--- src/rtl/ooe_wheel_lane.sv ---
// One wheel lane: current count, wrapped tick change and the motion test.
// Depends on ooe_pkg for nothing but the house conventions; purely combinational.
module ooe_wheel_lane #(
    parameter int COUNT_WIDTH = 32
) (
    input  logic signed [31:0]          count,
    input  logic [COUNT_WIDTH-1:0]      saved,
    input  logic [15:0]                 min_ticks,
    output logic [COUNT_WIDTH-1:0]      cur,
    output logic signed [COUNT_WIDTH-1:0] diff,
    output logic                        moved
);
    logic signed [63:0]     count_ext;
    logic [COUNT_WIDTH-1:0] diff_mag;

    // The count is sign-extended and then kept modulo 2^COUNT_WIDTH.
    assign count_ext = 64'(count);
    assign cur       = count_ext[COUNT_WIDTH-1:0];
    assign diff      = cur - saved;
    assign diff_mag  = diff[COUNT_WIDTH-1] ? COUNT_WIDTH'(-diff) : COUNT_WIDTH'(diff);
    assign moved     = diff_mag > COUNT_WIDTH'(min_ticks);

endmodule

--- config.mk ---
export PLATFORM = sky130hd
export DESIGN_NAME = ooe_wheel_lane
export DESIGN_NICKNAME = d
export VERILOG_FILES = /design/src/rtl/ooe_wheel_lane.sv
export SDC_FILE = /design/constraint.sdc
export NUM_CORES = 1
export LEC_CHECK = 0
export BUFFER_PORTS_ARGS = -buffer_cell sky130_fd_sc_hd__buf_4
export CORE_ASPECT_RATIO = 2
export CORE_MARGIN = 2
export CORE_UTILIZATION = 48
export DETAILED_ROUTE_END_ITERATION = 8
export PLACE_DENSITY = 0.91
export REMOVE_ABC_BUFFERS = 1
export SYNTH_ARGS = -nofsm -noshare
export SYNTH_HDL_FRONTEND = slang
export SYNTH_SLANG_ARGS = --single-unit
--- constraint.sdc ---
create_clock -name vclk -period 6.4
set_clock_uncertainty 0.05 [all_clocks]
set_input_delay 0.96 -clock vclk [all_inputs]
set_output_delay 0.96 -clock vclk [all_outputs]
set_load 0.005 [all_outputs]
==> impl_metrics.env <==
export IMPL_drive_above_1_share=0.407
export IMPL_internal_power_mw=0.395
export IMPL_track_usage=0.316
export IMPL_drt_wirelength_per_cell_um=16.9
export IMPL_start_util=0.496
export IMPL_syn_inst=566
export IMPL_totalWireLength_um=14200
export IMPL_core_area_um2=7600
export IMPL_hold_slack_ps=2050
export IMPL_period_share=0.999
export IMPL_firstDrtPassIters=5
export IMPL_grt_pass1_vias=5115
export IMPL_routabilityCongestion=0.974
export IMPL_hold_path_endpoint="cur[0]"
export IMPL_grt_max_degree=20
export IMPL_setup_tns_ps=0
export IMPL_drt_vias_per_instance=6.08
export IMPL_grt_overflow_total=0
export IMPL_grt_pass1_wl_um=22000
export IMPL_rsz0062_at_grt="true"
export IMPL_share_comb_of_total_power=1.000
export IMPL_synth_top_area_frac=0.159
export IMPL_path_buf_inv=3
export IMPL_yosysWarnings=0
export IMPL_io_buffers=145
export IMPL_max_stage_delay_ps=400
export IMPL_power_density_nw_per_um2=147
export IMPL_switching_share=0.519
export IMPL_rows=45
export IMPL_critical_path_class="input port to output port"
export IMPL_hold_buffers=0
export IMPL_antenna_found_initial=0
export IMPL_nNetsFinal=876
export IMPL_synth_cell_types=76
export IMPL_design_seq_count=0
export IMPL_seq_power_share=0
export IMPL_hpwl_um=11700
export IMPL_ios=145
export IMPL_cp_end_kind="output port"
export IMPL_synth_area_per_cell_um2=6.66
export IMPL_dr_first_iter_drc_count=309
export IMPL_p_sw_mw=0.426
export IMPL_vias=5101
export IMPL_regArea_um2=0
export IMPL_die_w_um=66.7
export IMPL_die_area_um2=8630
export IMPL_slew_headroom=0.456
export IMPL_vdd_drop_max_mv=0.0738
export IMPL_crit_family="compound AO/OA/AOI/OAI gates"
export IMPL_worstPathArrival_ps=5380
export IMPL_clockPowerShare=0
export IMPL_hold_depth=2
export IMPL_crit_top_cell="o21a_1"
export IMPL_min_from="count[0]"
export IMPL_start_kind="input port"
export IMPL_maxCapViolCount=0
export IMPL_finalCriticalPeriod_ps=6390
export IMPL_area_growth_pct=48.0
export IMPL_p_leak_nw=2.83
export IMPL_clock_buffers=0
export IMPL_diodes=0
export IMPL_synth_top_area_cell="ha_1"
export IMPL_path_max_fanout=3
export IMPL_report_final_slew_viol_count=0
export IMPL_ys_top_cells_by_area="ha_1, buf_4, inv_1"
export IMPL_worstPathRequired_ps=5390
export IMPL_drtAntennaViolNets=0
export IMPL_max_freq_mhz=156
export IMPL_hold_class="input port to output port"
export IMPL_path_cells="buf_4 > ha_4 > nand2_2 > a211oi_4 > o211a_1 > o211ai_1 > a21oi_2 > nor2_2 > a311oi_4 > buf_6 > a21oi_2 > ha_1 > nor2b_1 > o21a_1 > o21a_1 > o21a_1 > o21a_1 > o211ai_1 > a211oi_2 > o21ai_2 > nand3_1 > a2111o_1 > or4_1 > buf_4"
export IMPL_finalHoldViolCount=0
export IMPL_critPathSlowestCell="or4_1"
export IMPL_die_h_um=129
export IMPL_status="finished clean"
export IMPL_synth_area_um2=3770
export IMPL_drc_errors=0
export IMPL_worst_pin_slew_ps=810
export IMPL_setup_viol=0
export IMPL_ys_seq_area_frac=0
==> how the worst max path moves through the flow <==
stage | depth (start not counted) | endpoint | slack (ps) | startpoint
2_1_floorplan | 21 | moved | -970 | saved[8]
3_3_place_gp | 21 | moved | -200 | count[0]
3_5_place_dp | 24 | moved | -370 | count[4]
4_1_cts | 22 | moved | 0.4 | count[0]
5_1_grt | 24 | moved | -190 | count[4]
6_report | 24 | moved | 9 | count[4]
==> layout by cell type (no fill, tap or decap), types with 5 or more instances in the layout <==
cell type | netlist | final
nor4_1 | 5 | 5
a21oi_2 | 3 | 13
ha_4 | 0 | 10
nand3_1 | 11 | 11
xor2_1 | 18 | 18
a31oi_1 | 11 | 11
xnor2_1 | 17 | 16
and3_1 | 6 | 6
a21o_1 | 14 | 14
nand2_1 | 49 | 48
nand4_1 | 18 | 18
o21a_1 | 8 | 8
buf_4 | 36 | 231
or3_1 | 5 | 5
and2_1 | 7 | 5
inv_1 | 65 | 62
a21oi_1 | 43 | 33
o211ai_1 | 10 | 10
nand2b_1 | 7 | 5
o21ai_1 | 3 | 7
o21ai_0 | 18 | 13
ha_1 | 48 | 37
o211a_1 | 8 | 8
nor3_1 | 13 | 12
nor2_1 | 44 | 40
==> per-layer routing <==
layer	part of all wire	up-vias	GRT usage
met2	0.57	300	0.641
met5	0	-	0
met3	0.057	85	0.0295
met4	0.062	0	0.204
met1	0.31	2353	0.275
li1	-	2363	-
==> cell type report <==
| class | instances | area (µm²) |
|---|---|---|
| inverter | 67 | 254 |
| fill | 596 | 2020 |
| timing repair buffer | 235 | 1780 |
| multi-input combinational | 443 | 3430 |
| tap | 94 | 118 |
==> kinds of logic after synthesis <==
family,share of synthesized area
xor gates and xnor gates,0.0813
AOI/OAI and AO/OA,0.312
and+or+nand+nor,0.264
muxes,0.0139
adders and majority gates,0.165
buffers and inverters,0.164
==> repair_timing <==
action / CTS / global route
gates resized for setup: 35 / 21
setup endpoints to repair: 1 / 1
buffers inserted: 8 / 3
pin swaps: 26 / 19
==> power by group through the flow <==
stage | Combinational, mW | Sequential (mW) | Clock, mW
final | 0.821 | 0 | 0
after global routing | 0.888 | 0 | 0
after CTS | 0.780 | 0 | 0
after detailed placement | 0.743 | 0 | 0
after global placement | 0.714 | 0 | 0
after floorplan | 0.414 | 0 | 0
==> per-stage QoR <==
step | power (mW) | utilization | worst slack [ps] | instances | cell area [µm²]
global route | 0.888 | 0.734 | -190 | 839 | 5580
finish | 0.821 | 0.734 | 8.68 | 839 | 5580
global placement | 0.714 | 0.686 | -204 | 828 | 5210
detailed placement | 0.743 | 0.686 | -366 | 828 | 5210
CTS | 0.780 | 0.719 | 0.393 | 836 | 5470
floorplan | 0.414 | - | -968 | 510 | 3410
==> cells in the mapped netlist (4+ instances only) <==
cell type and n:
a21o_1 14, a21oi_1 43, a31oi_1 11, and2_1 7, and3_1 6, and4_1 4
buf_2 4, buf_4 36, clkbuf_1 14, ha_1 48, inv_1 65, nand2_1 49
nand2b_1 7, nand3_1 11, nand4_1 18, nor2_1 44, nor3_1 13, nor4_1 5
o2111ai_1 4, o211a_1 8, o211ai_1 10, o21a_1 8, o21ai_0 18, or3_1 5
or4_1 4, xnor2_1 17, xor2_1 18
Note: power is estimated with default switching activity, not from simulation.
