==> config.mk <==
export PLATFORM = sky130hd
export DESIGN_NAME = ooe_mul
export DESIGN_NICKNAME = d
export VERILOG_FILES = /design/src/rtl/ooe_mul.sv
export SDC_FILE = /design/constraint.sdc
export NUM_CORES = 2
export LEC_CHECK = 0
export BUFFER_PORTS_ARGS = -buffer_cell sky130_fd_sc_hd__buf_2
export CAP_MARGIN = 20
export CORE_UTILIZATION = 60
export CTS_CLUSTER_DIAMETER = 100
export DETAILED_ROUTE_END_ITERATION = 10
export PLACE_DENSITY_LB_ADDON = 0.05
export SETUP_SLACK_MARGIN = 0.2
export SKIP_LAST_GASP = 1
export SLEW_MARGIN = 25
export SYNTH_ARGS = -nofsm -noshare
export SYNTH_HDL_FRONTEND = slang
export SYNTH_SLANG_ARGS = --single-unit
==> constraint.sdc <==
create_clock -name clk -period 24.5 [get_ports clk]
set_input_delay 2.45 -clock clk [delete_from_list [all_inputs] [get_ports clk]]
set_output_delay 2.45 -clock clk [all_outputs]
set_load 0.1 [all_outputs]
==> src/rtl/ooe_mul.sv <==
// Shared 64 x 64 unsigned multiplier built from one registered 32 x 32 product.
// Depends on ooe_pkg by convention only; four partial products, done pulses after the last.
module ooe_mul (
    input  logic         clk,
    input  logic         rst_n,
    input  logic         start,
    input  logic [63:0]  a,
    input  logic [63:0]  b,
    output logic [127:0] prod,
    output logic         done
);
    logic [63:0]  a_reg, b_reg, pp_reg;
    logic [127:0] acc_reg;
    logic [2:0]   idx_reg;
    logic [1:0]   pp_sh_reg;
    logic         busy_reg, pp_vld_reg, pp_last_reg, done_reg;
    logic [31:0]  a_half, b_half;

    assign a_half = idx_reg[1] ? a_reg[63:32] : a_reg[31:0];
    assign b_half = idx_reg[0] ? b_reg[63:32] : b_reg[31:0];

    always_ff @(posedge clk or negedge rst_n)
    begin
        if (!rst_n)
        begin
            busy_reg    <= 1'b0;
            pp_vld_reg  <= 1'b0;
            pp_last_reg <= 1'b0;
            done_reg    <= 1'b0;
            idx_reg     <= '0;
        end
        else
        begin
            done_reg <= pp_vld_reg && pp_last_reg;
            if (start)
            begin
                busy_reg   <= 1'b1;
                idx_reg    <= '0;
                pp_vld_reg <= 1'b0;
            end
            else if (busy_reg)
            begin
                pp_vld_reg  <= !idx_reg[2];
                pp_last_reg <= idx_reg == 3'd3;
                if (!idx_reg[2])
                begin
                    idx_reg <= idx_reg + 3'd1;
                end
                if (pp_vld_reg && pp_last_reg)
                begin
                    busy_reg <= 1'b0;
                end
            end
            else
            begin
                pp_vld_reg <= 1'b0;
            end
        end
    end

    always_ff @(posedge clk)
    begin
        if (start)
        begin
            a_reg   <= a;
            b_reg   <= b;
            acc_reg <= '0;
        end
        else
        begin
            pp_reg    <= 64'(a_half) * 64'(b_half);
            pp_sh_reg <= {1'b0, idx_reg[1]} + {1'b0, idx_reg[0]};
            if (pp_vld_reg)
            begin
                acc_reg <= acc_reg + (128'(pp_reg) << {pp_sh_reg, 5'b0});
            end
        end
    end

    assign prod = acc_reg;
    assign done = done_reg;

endmodule

==> metrics.cfg <==
[run_status]
status = finished clean

[yosys]
syn_avg_cell_area_um2 = 8.90
async_flop_share_pct = 2.13
synth-edff-count = 194
synth.distinct_cells = 70
synthFlopType = edfxtp_1
synth_seq_cells = 329
yosysTopAreaCell = fa_1
synthDominantCellAreaShare_pct = 34.2
yosysSeqAreaShare_pct = 16.3
synth_fp_nets = 7320
syn_inst = 5901
yosys_warnings = 0
synthesis.area_um2 = 52500
synth_area_leaders = fa_1 (34%), edfxtp_1 (11%), ha_1 (9.3%)

[route]
wl_per_cell_um = 26.1
routed_via_density = 6.11
postRouteAntennaNets = 0
drc_errors = 0
vias = 44000
wirelength_mm = 188
dr.first_iter.drc_count = 4256
first_pass_iters = 7

[finish]
final_cells = 7201
largest_register_ffs = 128
fill_cells = 7457
post-route-util_pct = 65.2
final_layout_size_suffix_gt1_share_pct = 9.20
layout_common_cells = inv_1 (943), fa_1 (897), nor2_1 (864)
fin_nets = 7432
layout_commonest_cell = inv_1
area_delta_synth_final_pct = 7.62

[clock_network]
cts-resized-gates = 0
cts_hold_buffers = 0
cts_tree = yes
path_clk_slew_ps = 60
clockRootBuffer = clkbuf_16
cts_sinks = 329
cts_made_buffers = 42
clk_latency_ps = 660
cts_setup_buffers = 0
htreeDepth = 2
clock_path_buffers = 3

[critical_path]
max_stage_delay_ps = 750
cp_common_cell = fa_1
path_delay_family = adder cells
start_kind = register
timing.critical_path.to_type = register
path_max_fanout = 36
cp_slowest_cell = mux2i_2
critical_path_class = register to register
arrival_ps = 10770
required_ps = 24880
critPathBufInv = 6

[placed_design]
hpwl_mm = 145
place_congestion = 1.06
place_inst = 7124
io_buffers = 259
dp_slack_ps = 14330

[floorplan]
floorplan.initialDensity_pct = 60.6
core_um2 = 86800
die-area_um2 = 88800
die_w_um = 298
dieHeight_um = 298
io_pins = 260
num_rows = 108

[sta]
drv_slew = 0
setup_viol = 0
worstMarginPinSlew_ps = 1210
hold_violations = 0
clock.fmax_mhz = 96.3
worst_clock_skew_ps = 28.2
rsz0062_at_grt = no
fin_tns_setup_ps = 0
finalCritPeriodShare_pct = 42.4
layout_setup_ws_ps = 14110
min_period_ps = 10390
slew_headroom_pct = 17.3

[global_route]
grt_pass1_vias = 45000
grt_max_degree = 74
grt_pass1_wl_mm = 279
grt_overflow = 0
track_usage_pct = 42.8
antenna_found_initial = 3

[run]
drv_cap = 0

[worst_hold_path]
hp-class = register to register

[final cells by class]
class | instances | area, µm² | share of cell area, %
Multi-Input combinational cell | 4351 | 39600 | 70.0
Sequential cell | 329 | 8570 | 15.2
Inverter | 945 | 3550 | 6.27
Timing Repair Buffer | 344 | 1940 | 3.44
Tap cell | 1155 | 1450 | 2.56
Clock buffer | 50 | 1150 | 2.03
Clock inverter | 26 | 293 | 0.518
Antenna cell | 1 | 2.50 | 0.00442
[metrics by stage]
stage               instance area (µm²)  hold WS, ps
floorplan                         52500          442
global placement                  55100          455
detailed placement                55100          466
CTS                               56500          475
global route                      56500          496
finish                            56600          472
[worst min-delay path, stage by stage (launching register included)]
cell	delay (ps)
dfxtp_1	330
nand2_1	50
o21ai_1	50
[path summary, 6_finish.rpt]
kind | startpoint | endpoint | slack, ps | depth (start not counted)
min in group asynchronous | rst_n | idx_reg[2]$_DFFE_PN0P_ | 1680 | 1
worst min register to register | prod[119]$_SDFFE_PP0P_ | prod[119]$_SDFFE_PP0P_ | 470 | 2
worst min-delay path | prod[119]$_SDFFE_PP0P_ | prod[119]$_SDFFE_PP0P_ | 470 | 2
worst max register to register | idx_reg[1]$_DFFE_PN0P_ | pp_reg[60]$_DFFE_PN_ | 14110 | 29
max in group asynchronous | rst_n | pp_vld_reg$_DFF_PN0_ | 22560 | 1
worst max-delay path | idx_reg[1]$_DFFE_PN0P_ | pp_reg[60]$_DFFE_PN_ | 14110 | 29
[routing by layer]
layer / vias up / GRT usage (%) / share of wire, %
li1: 19000 / - / -
met1: 21500 / 53.5 / 36
met2: 2781 / 66.2 / 44
met3: 673 / 11.6 / 12
met4: 4 / 26.3 / 7.7
met5: - / 0 / 0.030
[logic make-up (layout without fill, tap and decap cells)]
| group | after synthesis | in the layout | synth area share, % |
|---|---|---|---|
| AO/OA/AOI/OAI | 839 | 839 | 10.0 |
| XOR/XNOR | 172 | 172 | 2.87 |
| adder cells (fa/ha/maj) | 1288 | 1288 | 43.5 |
| buffers and inverters | 1221 | 1365 | 8.73 |
| flip-flops | 329 | 329 | 16.3 |
| multiplexers | 213 | 213 | 4.21 |
| other | 0 | 1 | 0 |
| AND/OR/NAND/NOR | 1839 | 1839 | 14.4 |
[synth_stat cells, drive strengths merged, types with 7 or more instances]
library cell	number
o21a	27
ha	391
mux2i	147
dfxtp	128
nand2	694
a211oi	11
nand3	33
edfxtp	194
a21o	90
mux2	66
clkbuf	252
nor4	7
or2	12
o211ai	7
a22o	33
and2	45
or3	20
nor3	32
o31ai	18
a21oi	295
xor2	55
nor2b	18
inv	944
dfrtp	7
nand4	65
a221oi	7
and3	11
nor2	866
a211o	9
buf	24
and4	7
a31oi	25
xnor2	117
fa	897
nand2b	18
o21bai	57
o21ai	193
Power is not shown: default switching activity piles up to over one toggle a cycle in this logic, so the estimate is an artifact.
