===== config.mk =====
export PLATFORM = sky130hd
export DESIGN_NAME = ooe_div_lane
export DESIGN_NICKNAME = d
export VERILOG_FILES = /design/src/rtl/ooe_pkg.sv /design/src/rtl/ooe_div_lane.sv
export SDC_FILE = /design/constraint.sdc
export NUM_CORES = 1
export LEC_CHECK = 0
export BUFFER_PORTS_ARGS = -buffer_cell sky130_fd_sc_hd__buf_2
export CAP_MARGIN = 20
export CELL_PAD_IN_SITES_DETAIL_PLACEMENT = 1
export CELL_PAD_IN_SITES_GLOBAL_PLACEMENT = 1
export CORE_MARGIN = 2
export CORE_UTILIZATION = 45
export CTS_CLUSTER_SIZE = 20
export DETAILED_ROUTE_END_ITERATION = 7
export PLACE_DENSITY_LB_ADDON = 0.1
export SLEW_MARGIN = 20
export SYNTH_ARGS = -nofsm -noshare
export SYNTH_HDL_FRONTEND = slang
export SYNTH_SLANG_ARGS = --single-unit
export TNS_END_PERCENT = 30

===== constraint.sdc =====
create_clock -name clk -period 9.6 [get_ports clk]
set_input_delay 0.48 -clock clk [delete_from_list [all_inputs] [get_ports clk]]
set_output_delay 0.48 -clock clk [all_outputs]
set_load 0.02 [all_outputs]

===== src/rtl/ooe_pkg.sv =====
// Shared types, constants and helper functions of the omni odometry velocity estimator.
// Depends on nothing; the top level, rotation unit, output lanes and testbench import it.
package ooe_pkg;

    localparam int COUNT_WIDTH_DEF = 32;

    // Divider geometry: numerators reach 116 bits, the turn-rate divisor 74 bits.
    localparam int NUM_W = 128;
    localparam int DEN_W = 80;

    // Fixed-point constants of the kinematics.
    localparam logic [63:0] SQRT3_Q30 = 64'd1859775393;
    localparam logic [63:0] TWOPI_Q28 = 64'd1686629713;
    localparam logic [63:0] K_XY      = 64'd3000;
    localparam logic [63:0] K_TURN    = 64'd3;
    localparam logic [63:0] K_MILLI   = 64'd1000;
    localparam logic signed [33:0] CORDIC_GAIN = 34'sd652032874;
    localparam int CORDIC_STEPS = 30;

    // Configuration register indexes.
    localparam logic [7:0] REG_MIN_TICKS  = 8'd0;
    localparam logic [7:0] REG_TICKS_REV  = 8'd1;
    localparam logic [7:0] REG_WHEEL_RAD  = 8'd2;
    localparam logic [7:0] REG_BODY_RAD   = 8'd3;

    typedef struct packed {
        logic signed [31:0] count_a;
        logic signed [31:0] count_b;
        logic signed [31:0] count_c;
        logic        [31:0] time_ms;
        logic signed [15:0] heading;
    } item_t;

    typedef struct packed {
        logic signed [31:0] vel_x;
        logic signed [31:0] vel_y;
        logic signed [31:0] turn_rate;
        logic               zero_interval;
    } result_t;

    // Sine and cosine handed from the rotation unit to the sequencer.
    typedef struct packed {
        logic               valid;
        logic signed [33:0] cos_v;
        logic signed [33:0] sin_v;
    } cs_t;

    typedef enum logic [2:0] {
        ST_IDLE,
        ST_PREP,
        ST_SINCOS,
        ST_MUL_ISSUE,
        ST_MUL_WAIT,
        ST_DIV_ISSUE,
        ST_DIV,
        ST_EMIT
    } state_t;

    // Multiply steps of the sequencer, in execution order.
    typedef enum logic [3:0] {
        SP_Q,
        SP_CQ,
        SP_SP,
        SP_SQ,
        SP_CP,
        SP_G,
        SP_G1K,
        SP_NX,
        SP_NY,
        SP_NT,
        SP_K3K,
        SP_DXY,
        SP_K3,
        SP_D3,
        SP_DT
    } step_t;

    // Arctangent table, 2^32 units per turn.
    function automatic logic [29:0] arc_angle(input logic [4:0] i);
        logic [29:0] a;
        begin
            case (i)
                5'd0:  a = 30'd536870912;
                5'd1:  a = 30'd316933406;
                5'd2:  a = 30'd167458907;
                5'd3:  a = 30'd85004756;
                5'd4:  a = 30'd42667331;
                5'd5:  a = 30'd21354465;
                5'd6:  a = 30'd10679838;
                5'd7:  a = 30'd5340245;
                5'd8:  a = 30'd2670163;
                5'd9:  a = 30'd1335087;
                5'd10: a = 30'd667544;
                5'd11: a = 30'd333772;
                5'd12: a = 30'd166886;
                5'd13: a = 30'd83443;
                5'd14: a = 30'd41722;
                5'd15: a = 30'd20861;
                5'd16: a = 30'd10430;
                5'd17: a = 30'd5215;
                5'd18: a = 30'd2608;
                5'd19: a = 30'd1304;
                5'd20: a = 30'd652;
                5'd21: a = 30'd326;
                5'd22: a = 30'd163;
                5'd23: a = 30'd81;
                5'd24: a = 30'd41;
                5'd25: a = 30'd20;
                5'd26: a = 30'd10;
                5'd27: a = 30'd5;
                5'd28: a = 30'd3;
                5'd29: a = 30'd1;
                default: a = 30'd0;
            endcase
            return a;
        end
    endfunction

    function automatic logic [63:0] mag64(input logic signed [63:0] v);
        begin
            return v[63] ? 64'(-v) : 64'(v);
        end
    endfunction

endpackage


===== src/rtl/ooe_div_lane.sv =====
// One output lane: restoring divider, one quotient bit a cycle, with signed saturation.
// Depends on ooe_pkg for the numerator and divisor widths.
module ooe_div_lane (
    input  logic                      clk,
    input  logic                      rst_n,
    input  logic                      start,
    input  logic [ooe_pkg::NUM_W-1:0] num,
    input  logic [ooe_pkg::DEN_W-1:0] den,
    input  logic                      neg,
    output logic                      done,
    output logic signed [31:0]        value
);
    import ooe_pkg::*;

    localparam int CNT_W = $clog2(NUM_W);
    localparam logic [CNT_W-1:0] CNT_LAST = CNT_W'(NUM_W - 1);

    logic [NUM_W-1:0] num_reg;
    logic [DEN_W-1:0] den_reg, r_reg;
    logic [32:0]      q_reg;
    logic [CNT_W-1:0] cnt_reg;
    logic             ovf_reg, neg_reg, busy_reg, done_reg;
    logic [DEN_W:0]   r_sh, r_sub;
    logic             ge;
    logic [32:0]      lim, sat_v;

    assign r_sh  = {r_reg, num_reg[NUM_W-1]};
    assign r_sub = r_sh - {1'b0, den_reg};
    assign ge    = r_sh >= {1'b0, den_reg};

    always_ff @(posedge clk or negedge rst_n)
    begin
        if (!rst_n)
        begin
            busy_reg <= 1'b0;
            done_reg <= 1'b0;
            cnt_reg  <= '0;
        end
        else
        begin
            done_reg <= busy_reg && (cnt_reg == CNT_LAST);
            if (start)
            begin
                busy_reg <= 1'b1;
                cnt_reg  <= '0;
            end
            else if (busy_reg)
            begin
                cnt_reg <= cnt_reg + 1'b1;
                if (cnt_reg == CNT_LAST)
                begin
                    busy_reg <= 1'b0;
                end
            end
        end
    end

    always_ff @(posedge clk)
    begin
        if (start)
        begin
            num_reg <= num;
            den_reg <= den;
            neg_reg <= neg;
            r_reg   <= '0;
            q_reg   <= '0;
            ovf_reg <= 1'b0;
        end
        else if (busy_reg)
        begin
            r_reg   <= ge ? r_sub[DEN_W-1:0] : r_sh[DEN_W-1:0];
            q_reg   <= {q_reg[31:0], ge};
            ovf_reg <= ovf_reg | q_reg[32];
            num_reg <= num_reg << 1;
        end
    end

    // Quotients beyond the 32-bit signed range clamp to its ends.
    assign lim   = neg_reg ? 33'h0_8000_0000 : 33'h0_7FFF_FFFF;
    assign sat_v = (ovf_reg || q_reg > lim) ? lim : q_reg;
    assign value = neg_reg ? 32'(~sat_v + 33'd1) : sat_v[31:0];
    assign done  = done_reg;

endmodule


==> results of run 1 <==
## placed cells by master, fill, tap and decap left out, drive strengths merged, types with 5 or more instances in the layout
cell type	instances
nand3	21
xnor2	52
nand2	211
o21ai	73
nor2	178
a31oi	11
ha	114
o21bai	30
dfrtp	9
clkinv	17
inv	129
or2	7
nand2b	20
a2bb2oi	5
o311ai	9
a21o	54
mux2i	43
nor4	16
a311oi	58
nand4	44
mux2	130
nor2b	7
edfxtp	209
a21oi	153
a21boi	11
and3	7
nor3	21
clkbuf	48
xor2	36
and2	7
o211ai	16
dfxtp	114
buf	254
or3	12
o21a	16
o31ai	10
a211oi	22
## logic make-up (layout without fill, tap and decap cells)
kind of cell | Yosys count | in the layout
compound gates | 510 | 510
simple gates | 566 | 566
fa+ha+maj | 115 | 115
flops | 332 | 332
xor+xnor | 88 | 88
mux | 173 | 173
buf+inv | 242 | 451
## stage by stage
stage / cells / hold slack, ns / setup slack [ns]
2_1_floorplan: 2026 / 0.184 / 3.87
3_3_place_gp: 2755 / 0.341 / 2.80
3_5_place_dp: 2755 / 0.344 / 2.65
4_1_cts: 2827 / 0.0462 / 1.96
5_1_grt: 2827 / 0.0588 / 1.31
6_report: 2827 / 0.0804 / 1.90
## worst min-delay path by stage
stage	from	to
floorplan	rst_n	busy_reg
global placement	rst_n	busy_reg
detailed placement	rst_n	busy_reg
CTS	den[55]	den_reg[55]
global route	den[67]	den_reg[67]
finish	den[30]	den_reg[30]
## synthesized netlist by cell type, types with 17 or more instances
master    instances
o21ai_0          70
ha_1            114
xor2_1           36
nor3_1           17
edfxtp_1        209
a21oi_1         153
dfxtp_1         114
nand2b_1         20
a21o_1           54
nand4_1          44
mux2_2          129
nand2_1         211
o21bai_1         30
nand3_1          21
inv_1           125
clkbuf_1         88
nor2_1          178
a311oi_1         58
xnor2_1          52
a211oi_1         20
mux2i_1          43
## worst register-to-register path: stages (launching register included)
cell	delay, ns
edfxtp_1	0.33
inv_1	0.05
ha_1	0.40
and4_1	0.26
and4_1	0.34
o211ai_1	0.17
a211o_1	0.39
a211oi_2	0.28
a211oi_2	0.14
a31o_4	0.33
o21ai_4	0.66
buf_4	0.70
nand3_1	0.18
mux2_2	0.33
a21oi_1	0.12
## cell type report
cell class	instances	area share
clock inverter	23	0.00893
inverter	125	0.0207
multi-input combinational	1452	0.446
clock buffer	48	0.0463
timing repair buffer	255	0.0580
sequential	332	0.387
tap	592	0.0326
## power breakdown
group	switching (µW)	total [µW]	internal, µW
logic	1580	2600	1020
registers	161	1930	1770
clock network	630	1470	842
total	2370	6000	3630
## routing by layer
layer / routed length, µm / GRT usage
met1: 24400 / 0.303
met2: 25100 / 0.392
met3: 2280 / 0.0423
met4: 1460 / 0.0755
met5: 16 / 0
==> flow_summary_export.csv, run 1 <==
group,metric,value,unit
cts,htree_levels,2,
cts,clock_sinks,332,
final_layout,area_growth,14.1,%
placement,hpwl,37.9,mm
setup_path,crit_required,9.12,ns
final_layout,postLayoutCoreUtil,0.516,
setup_path,slowest_delay,1.04,ns
synth,synth-main-ff-cell,"edfxtp_1",
synth,synthCells,2026,
synth,yosysSeqAreaShare,0.442,
synth,postSynthAreaPerCell,9.81,µm²
cts,root_buffer,"clkbuf_16",
power_and_ir_drop,p_per_area,265,nW/µm²
synth,ys_warn_count,0,
timing,relSlewSlack,0.284,
floorplanning,io_pins,245,
grt,grt_max_degree,107,
grt,grt_pass1_wl,88.6,mm
power_and_ir_drop,p_leak,0.00995,µW
final_layout,n_fill_cell,5014,
floorplanning,die_area,45900,µm²
floorplanning,rows,77,
grt,antenna_found_initial,1,
setup_path,endpoint_kind,"output pin",
final_layout,seqCellArea,8790,µm²
timing,fmax,130,MHz
synth,ys_ff_latch,332,
timing,clock_skew,0.0270,ns
setup_path,crit_arrival,7.22,ns
worst_hold_path,hold_depth,1,
job,drv_cap,0,
synth,yosys.cell_types.count,76,
synth,yosys-mux-area-fraction,0.0953,
synth,yosysTopAreaCell,"edfxtp_1",
cts,path_clk_slew,0.06,ns
cts,ctsResizeCount,0,
final_layout,diodes,0,
cts,cts_setup_buffers,0,
timing,hold_viol_final,0,
setup_path,critPathMaxFanout,31,
cts,hold_buffers,1,
cts,clock_latency,0.57,ns
setup_path,cp-start-kind,"flip-flop",
setup_path,cp_slowest_cell,"edfxtp_1",
floorplanning,die_w,214,µm
synth,postSynth.asyncResetShare,0.0271,
route,vias,16000,
floorplanning,core_area,43900,µm²
route,detail-route-antenna-nets,0,
setup_path,r2r_setup_slack,4.86,ns
final_layout,fin_area,22700,µm²
setup_path,crit_start,"neg_reg",
floorplanning,initial_core_util,0.452,
route,remaining_drc_errors,0,
setup_path,crit_path_end,"value[30]",
synth,synth_edf_count,209,
synth,synth-simple-area-share,0.129,
setup_path,path_class,"reg -> out",
power_and_ir_drop,power.total,6000,µW
floorplanning,die_h,214,µm
cts,cts_made_buffers,39,
timing,post-route-period-util,0.802,
timing,setup_viol,0,
synth,syn_area,19900,µm²
grt,grt_pass1_vias,17000,
synth,ys_top_cells_by_area,"edfxtp_1 32%, dfxtp_1 11%, mux2_2 7.3%",
placement,port-buffer-count,244,
synth,synth_fa_ha_area_frac,0.0728,
final_layout,finalNetCount,2532,
route,wire_per_inst,18.9,µm
timing,rsz0062_at_grt,"no",
cts,cts_tree,"done",
status,status,"finished clean",
worst_hold_path,hold_class,"in -> reg",
setup_path,r2r_start,"den_reg[8]",
route,avgViaCountPerCell,5.65,
cts,clockBufferDepth,3,
synth,synth_top_family_by_area,"compound AO/OA/AOI/OAI gates",
final_layout,drive_gt1_frac,0.209,
timing,worst_slew_pin_slew,1.07,ns
timing,fin_tns_setup,0,ns
setup_path,cp.depth,20,
synth,synth_xor_area_frac,0.0388,
timing,drv_slew,0,
setup_path,crit_chain,"inv_1 > ha_1 > a2111oi_0 > o21ai_0 > nor2_1 > a31oi_1 > o21a_1 > nand2_1 > a21boi_0 > ha_1 > nand3_1 > or3_1 > nand2b_1 > or3_1 > or3_1 > mux2i_1 > o21ai_0 > o22ai_1 > a31oi_1 > buf_2",
route,drt_iter0_drc,814,
timing,period_needed,7.70,ns
grt,grt_usage,0.233,
synth,synth_top_cell_area_share,0.316,
setup_path,critPathMostFrequentCell,"or3_1",
setup_path,r2r-end,"r_reg[78]",
setup_path,r2r_cells,14,
setup_path,worst-path-buf-inv,2,
final_layout,multi_input_area,10100,µm²
synth,synth_compound_area_frac,0.172,
placement,gp_congestion,0.846,
synth,syn-num-nets,2353,
power_and_ir_drop,vdd_ir_drop_max,154,µV
grt,grt-ovfl-total,0,
setup_path,critPathTopFamily,"simple AND/OR/NAND/NOR gates",
route,first_pass_iters,5,
placement,place_area,21400,µm²
route,wl,53.3,mm
final_layout,largest_register_ffs,128,
No activity file was read; power rests on OpenSTA's default activity.
==> run 2, diff against run 1 <==
--- a/config.mk
+++ b/config.mk
@@ -10,7 +10,7 @@
 export CELL_PAD_IN_SITES_DETAIL_PLACEMENT = 1
 export CELL_PAD_IN_SITES_GLOBAL_PLACEMENT = 1
 export CORE_MARGIN = 2
-export CORE_UTILIZATION = 45
+export CORE_UTILIZATION = 42
 export CTS_CLUSTER_SIZE = 20
 export DETAILED_ROUTE_END_ITERATION = 7
 export PLACE_DENSITY_LB_ADDON = 0.1
==> constraint.sdc (replaced) <==
create_clock -name clk -period 7 [get_ports clk]
set_input_delay 0.35 -clock clk [delete_from_list [all_inputs] [get_ports clk]]
set_output_delay 0.35 -clock clk [all_outputs]
set_load 0.02 [all_outputs]
==> run 2 against run 1 <==
Against the previous run:
- the run now ends with design-rule violations left
- non-clock buffer count is 85 higher
- wire length is 2.9% higher
- flip-flop and latch count stayed put
- combinational power is 39% higher
- sequential power is 37% higher
- register-to-register slack worse by 2.4 ns
- global-route usage is 0.90 points lower
- hold slack worse by 0.011 ns
- final cell count is 3.6% higher
- sequential share of layout area is 1.5 points lower
- critical path depth stayed put
==> flow_summary_export.csv, run 2 (synthesis gave the netlist of run 1 again) <==
group,metric,value,unit
timing,drv_slew,0,
placement,port-buffer-count,244,
worst_hold_path,hold_class,"in -> reg",
final_layout,final_common_cell,"buf_2",
setup_path,crit_path_end,"value[30]",
power_and_ir_drop,p_clk_frac,0.251,
floorplanning,die_h,222,µm
floorplanning,die_area,49100,µm²
cts,clock_sinks,332,
final_layout,multi_input_area,10100,µm²
power_and_ir_drop,p_leak,0.0103,µW
setup_path,endpoint_kind,"output pin",
setup_path,critPathTopFamily,"compound AO/OA/AOI/OAI gates",
power_and_ir_drop,vdd_ir_drop_max,218,µV
route,detail-route-antenna-nets,0,
floorplanning,io_pins,245,
power_and_ir_drop,sw_frac_of_total,0.391,
power_and_ir_drop,p_per_area,354,nW/µm²
timing,setup_slack,0.533,ns
worst_hold_path,min_from,"num[0]",
floorplanning,die_w,222,µm
final_layout,drive_gt1_frac,0.202,
setup_path,slowest_delay,0.52,ns
grt,grt_pass1_vias,17300,
final_layout,postLayoutCoreUtil,0.506,
final_layout,largest_register_ffs,128,
final_layout,n_fill_cell,5293,
grt,grt-ovfl-total,0,
floorplanning,core_area,46700,µm²
timing,period_needed,6.47,ns
cts,htree_levels,2,
setup_path,cp-start-kind,"flip-flop",
job,drv_cap,0,
setup_path,crit_chain,"buf_12 > ha_1 > a21o_1 > a2111oi_1 > o21ai_1 > nor2_1 > a31oi_1 > o21a_2 > nand2_1 > a21boi_0 > ha_1 > nand3_1 > or3_1 > nand2b_1 > or3_1 > or3_1 > mux2i_1 > o21ai_0 > a31oi_1 > buf_2",
grt,grt_max_degree,92,
floorplanning,rows,79,
timing,worst_slew_pin_slew,1.05,ns
final_layout,diodes,0,
setup_path,critPathMaxFanout,61,
route,avgViaCountPerCell,5.51,
cts,path_clk_slew,0.06,ns
placement,place_ws,0.825,ns
grt,grt_usage,0.224,
setup_path,r2r_start,"den_reg[22]",
grt,grt_pass1_wl,90.8,mm
setup_path,cp_slowest_cell,"a2111oi_1",
final_layout,final_cell_mix,"243 x buf_2, 211 x nand2_1, 209 x edfxtp_1",
route,drt_iter0_drc,772,
setup_path,worst-path-buf-inv,2,
setup_path,cp.depth,20,
timing,setup_viol,0,
final_layout,seqCellArea,8790,µm²
grt,antenna_found_initial,0,
placement,hpwl,38.9,mm
cts,clock_latency,0.58,ns
route,wire_per_inst,18.7,µm
timing,fmax,155,MHz
power_and_ir_drop,p_int,5090,µW
power_and_ir_drop,pwr-share-comb,0.433,
status,violations,"design-rule violations",
cts,clockBufferDepth,3,
route,vias,16100,
route,first_pass_iters,6,
setup_path,crit_arrival,6.12,ns
setup_path,r2r-end,"r_reg[30]",
timing,relSlewSlack,0.282,
timing,fin_tns_setup,0,ns
placement,gp_congestion,0.827,
setup_path,path_class,"reg -> out",
timing,clock_skew,0.0284,ns
cts,cts_tree,"done",
cts,cts_made_buffers,40,
final_layout,area_growth,18.9,%
timing,rsz0062_at_grt,"no",
cts,cts_setup_buffers,0,
status,status,"finished with violations",
power_and_ir_drop,pwr-share-seq,0.316,
setup_path,crit_start,"neg_reg",
setup_path,r2r_setup_slack,2.46,ns
timing,hold_viol_final,0,
route,wl,54.8,mm
final_layout,finalNetCount,2618,
route,remaining_drc_errors,7,
setup_path,crit_required,6.65,ns
timing,post-route-period-util,0.924,
setup_path,critPathMostFrequentCell,"or3_1",
setup_path,r2r_cells,13,
cts,root_buffer,"clkbuf_16",
floorplanning,initial_core_util,0.426,
power_and_ir_drop,p_sw,3270,µW
[run 2: changes by cell type in the layout (fill, tap and decap cells not counted), sizes merged]
cell / previous run / this run
buf: 254 / 258
clkinvlp: 0 / 2
dlygate4sd3: 1 / 82
inv: 129 / 128
clkbuf: 48 / 49
bufinv: 2 / 3
[run 2: stage by stage]
stage               power, µW  hold slack (ns)  cells  cell area (µm²)
floorplan                5350           0.0544   2026            19900
global placement         6160            0.209   2774            21500
detailed placement       6240            0.209   2774            21500
CTS                      8440           0.0325   2930            23600
global route             8960           0.0511   2930            23600
finish                   8360           0.0699   2930            23600
[run 2: final cells by class]
class	instances	share of cell area
Sequential cell	332	0.372
Multi-Input combinational cell	1452	0.428
Tap cell	607	0.0321
Timing Repair Buffer	340	0.0920
Clock buffer	49	0.0460
Inverter	125	0.0199
Clock inverter	25	0.00980
[run 2: how the worst min path moves through the flow]
| stage | cells after the start | end | slack, ns |
|---|---|---|---|
| floorplan | 0 | busy_reg | 0.05 |
| global placement | 1 | done | 0.21 |
| detailed placement | 1 | cnt_reg[5] | 0.21 |
| CTS | 2 | num_reg[0] | 0.03 |
| global route | 2 | num_reg[85] | 0.05 |
| finish | 2 | num_reg[0] | 0.07 |
[run 2: repair_timing]
item	4_1_cts	5_1_grt
gates resized for setup	0	3
endpoints found under the hold margin	90	0
hold buffers	82	0
endpoints found under the setup margin	0	2
[run 2: layer usage]
| layer | routed length [µm] | share of wire | GRT usage | vias up |
|---|---|---|---|---|
| met2 | 25700 | 0.47 | 0.376 | 245 |
| met3 | 2070 | 0.038 | 0.0366 | 71 |
| met5 | 0 | 0 | 0 | - |
| met1 | 25800 | 0.47 | 0.297 | 7893 |
| met4 | 1280 | 0.023 | 0.0665 | 0 |
| li1 | - | - | - | 7928 |
[run 2: power groups by stage]
| stage | Combinational (µW) | Sequential, µW | Clock [µW] |
|---|---|---|---|
| 6_report | 3620 | 2640 | 2100 |
| 3_3_place_gp | 3500 | 2660 | 0 |
| 5_1_grt | 4040 | 2680 | 2240 |
| 2_1_floorplan | 2740 | 2610 | 0 |
| 3_5_place_dp | 3560 | 2680 | 0 |
| 4_1_cts | 3630 | 2640 | 2170 |
==> run 3, diff against run 2 <==
--- a/config.mk
+++ b/config.mk
@@ -5,14 +5,14 @@
 export SDC_FILE = /design/constraint.sdc
 export NUM_CORES = 1
 export LEC_CHECK = 0
-export BUFFER_PORTS_ARGS = -buffer_cell sky130_fd_sc_hd__buf_2
 export CAP_MARGIN = 20
 export CELL_PAD_IN_SITES_DETAIL_PLACEMENT = 1
 export CELL_PAD_IN_SITES_GLOBAL_PLACEMENT = 1
 export CORE_MARGIN = 2
-export CORE_UTILIZATION = 42
+export CORE_UTILIZATION = 45
 export CTS_CLUSTER_SIZE = 20
 export DETAILED_ROUTE_END_ITERATION = 7
+export DONT_BUFFER_PORTS = 1
 export PLACE_DENSITY_LB_ADDON = 0.1
 export SLEW_MARGIN = 20
 export SYNTH_ARGS = -nofsm -noshare
==> run 3 against run 2 <==
Against the previous run:
- the flow now finishes without violations
- highest routed layer unchanged
- critical endpoint unchanged
- first-iteration DRC count increased by 14%
- clock skew decreased by 0.011 ns
- worst setup slack improved by 0.054 ns
- global-route usage increased by 2.8 points
==> flow_summary_export.csv, run 3 (synthesis gave the netlist of run 1 again) <==
group,metric,value,unit
setup_path,path_class,"reg -> out",
cts,root_buffer,"clkbuf_16",
route,drt_iter0_drc,878,
final_layout,fin_cells,2810,
setup_path,crit_required,6.65,ns
setup_path,crit_arrival,6.06,ns
floorplanning,core_area,43900,µm²
grt,grt_pass1_vias,16800,
route,wl,58.1,mm
worst_hold_path,hold_end,"num_reg[95]",
placement,port-buffer-count,0,
timing,worst_slew_pin_slew,1.19,ns
timing,clock_skew,0.0176,ns
final_layout,seqCellArea,8790,µm²
final_layout,finalNetCount,2513,
grt,antenna_found_initial,2,
grt,grt_usage,0.252,
floorplanning,initial_core_util,0.452,
timing,post-route-period-util,0.916,
setup_path,critPathMaxFanout,13,
timing,setup_viol,0,
timing,fmax,156,MHz
timing,relSlewSlack,0.207,
worst_hold_path,hold_class,"in -> reg",
cts,clockBufferDepth,3,
floorplanning,die_w,214,µm
setup_path,r2r-end,"r_reg[34]",
route,wire_per_inst,20.7,µm
route,vias,15900,
placement,gp_congestion,0.842,
route,detail-route-antenna-nets,0,
final_layout,drive_gt1_frac,0.106,
placement,hpwl,36.0,mm
cts,path_clk_slew,0.06,ns
power_and_ir_drop,p_per_area,351,nW/µm²
worst_hold_path,hold_depth,1,
setup_path,r2r_cells,13,
grt,grt-ovfl-total,0,
power_and_ir_drop,vdd_ir_drop_max,213,µV
setup_path,endpoint_kind,"output pin",
floorplanning,die_h,214,µm
status,status,"finished clean",
cts,clock_latency,0.57,ns
grt,grt_max_degree,207,
final_layout,n_fill_cell,4791,
timing,hold_viol_final,0,
grt,grt_pass1_wl,93.9,mm
setup_path,crit_start,"neg_reg",
timing,drv_slew,0,
route,avgViaCountPerCell,5.68,
floorplanning,io_pins,245,
timing,rsz0062_at_grt,"no",
final_layout,largest_register_ffs,128,
route,first_pass_iters,5,
final_layout,postLayoutCoreUtil,0.541,
timing,fin_tns_setup,0,ns
final_layout,area_growth,19.6,%
setup_path,r2r_setup_slack,2.45,ns
job,drv_cap,0,
floorplanning,rows,77,
setup_path,r2r_start,"den_reg[22]",
cts,cts_tree,"done",
route,remaining_drc_errors,0,
worst_hold_path,min_from,"start",
floorplanning,die_area,45900,µm²
power_and_ir_drop,p_leak,0.00991,µW
cts,cts_made_buffers,38,
placement,dp_cells,2524,
cts,ctsResizeCount,0,
cts,clock_sinks,332,
final_layout,final_cell_mix,"211 x nand2_1, 211 x dlygate4sd3_1, 209 x edfxtp_1",
timing,hold_ws,0.0492,ns
final_layout,multi_input_area,10100,µm²
cts,htree_levels,2,
timing,period_needed,6.41,ns
setup_path,cp-start-kind,"flip-flop",
==> run 3: cell types whose count changed in the layout (fill, tap and decap cells not counted), moves of 3 or more <==
cell,previous run,this run
buf_2,243,1
dlygate4sd3_1,82,211
buf_4,12,20
clkinv_1,9,2
clkbuf_1,5,10
clkbuf_8,3,8
clkinv_2,7,4
==> run 3: repair_timing <==
item	in CTS	in global routing
setup buffers	0	1
setup endpoints to repair	0	2
hold endpoints to repair	418	0
hold buffers	212	0
==> run 3: where the power goes <==
group	total (µW)	internal, µW	leakage (µW)	switching (µW)
registers	2660	2430	0.00320	234
clock network	2050	1190	0.000610	861
logic	3630	1460	0.00610	2180
total	8350	5080	0.00991	3270
==> run 3: area by class of cell <==
| cell class | instances | share of cell area |
|---|---|---|
| multi-input combinational | 1452 | 0.426 |
| sequential | 332 | 0.370 |
| timing repair buffer | 237 | 0.0996 |
| antenna | 2 | 0.000211 |
| clock inverter | 14 | 0.00632 |
| tap | 592 | 0.0312 |
| inverter | 125 | 0.0197 |
| clock buffer | 56 | 0.0471 |
==> run 3: worst max-delay path, cell delays in order, from the launching register on <==
cell and delay (ns):
edfxtp_1 0.63, buf_4 0.30, ha_1 0.19, a21o_1 0.17, a2111oi_0 0.43, o21ai_0 0.27
nor2_1 0.16, a31oi_1 0.07, o21a_1 0.16, nand2_1 0.10, a21boi_0 0.29, ha_1 0.30
nand3_1 0.11, or3_1 0.37, nand2b_1 0.26, or3_1 0.42, or3_1 0.32, mux2i_1 0.35
o21ai_0 0.17, o22ai_1 0.16, a31oi_1 0.07, buf_4 0.18
==> run 3: stage by stage <==
| step | setup WS, ns | instance area [µm²] | power (µW) |
|---|---|---|---|
| 2_1_floorplan | 1.40 | 19900 | 5350 |
| 3_3_place_gp | 1.25 | 20300 | 6050 |
| 3_5_place_dp | 1.02 | 20300 | 6150 |
| 4_1_cts | 0.377 | 23700 | 8350 |
| 5_1_grt | 0.0934 | 23800 | 8900 |
| 6_report | 0.588 | 23800 | 8350 |
==> run 3: routing by layer <==
| metal | GRT usage | vias to the layer above | wire (µm) |
|---|---|---|---|
| li1 | - | 7732 | - |
| met1 | 0.331 | 7877 | 26500 |
| met2 | 0.433 | 270 | 28200 |
| met3 | 0.0374 | 69 | 2080 |
| met4 | 0.0667 | 0 | 1260 |
| met5 | 0 | - | 0 |
==> run 3: worst max-delay path by stage <==
| stage | end | cells after the start |
|---|---|---|
| floorplan | value[30] | 19 |
| global placement | value[30] | 20 |
| detailed placement | value[30] | 20 |
| CTS | value[30] | 20 |
| global route | value[30] | 21 |
| finish | value[30] | 21 |
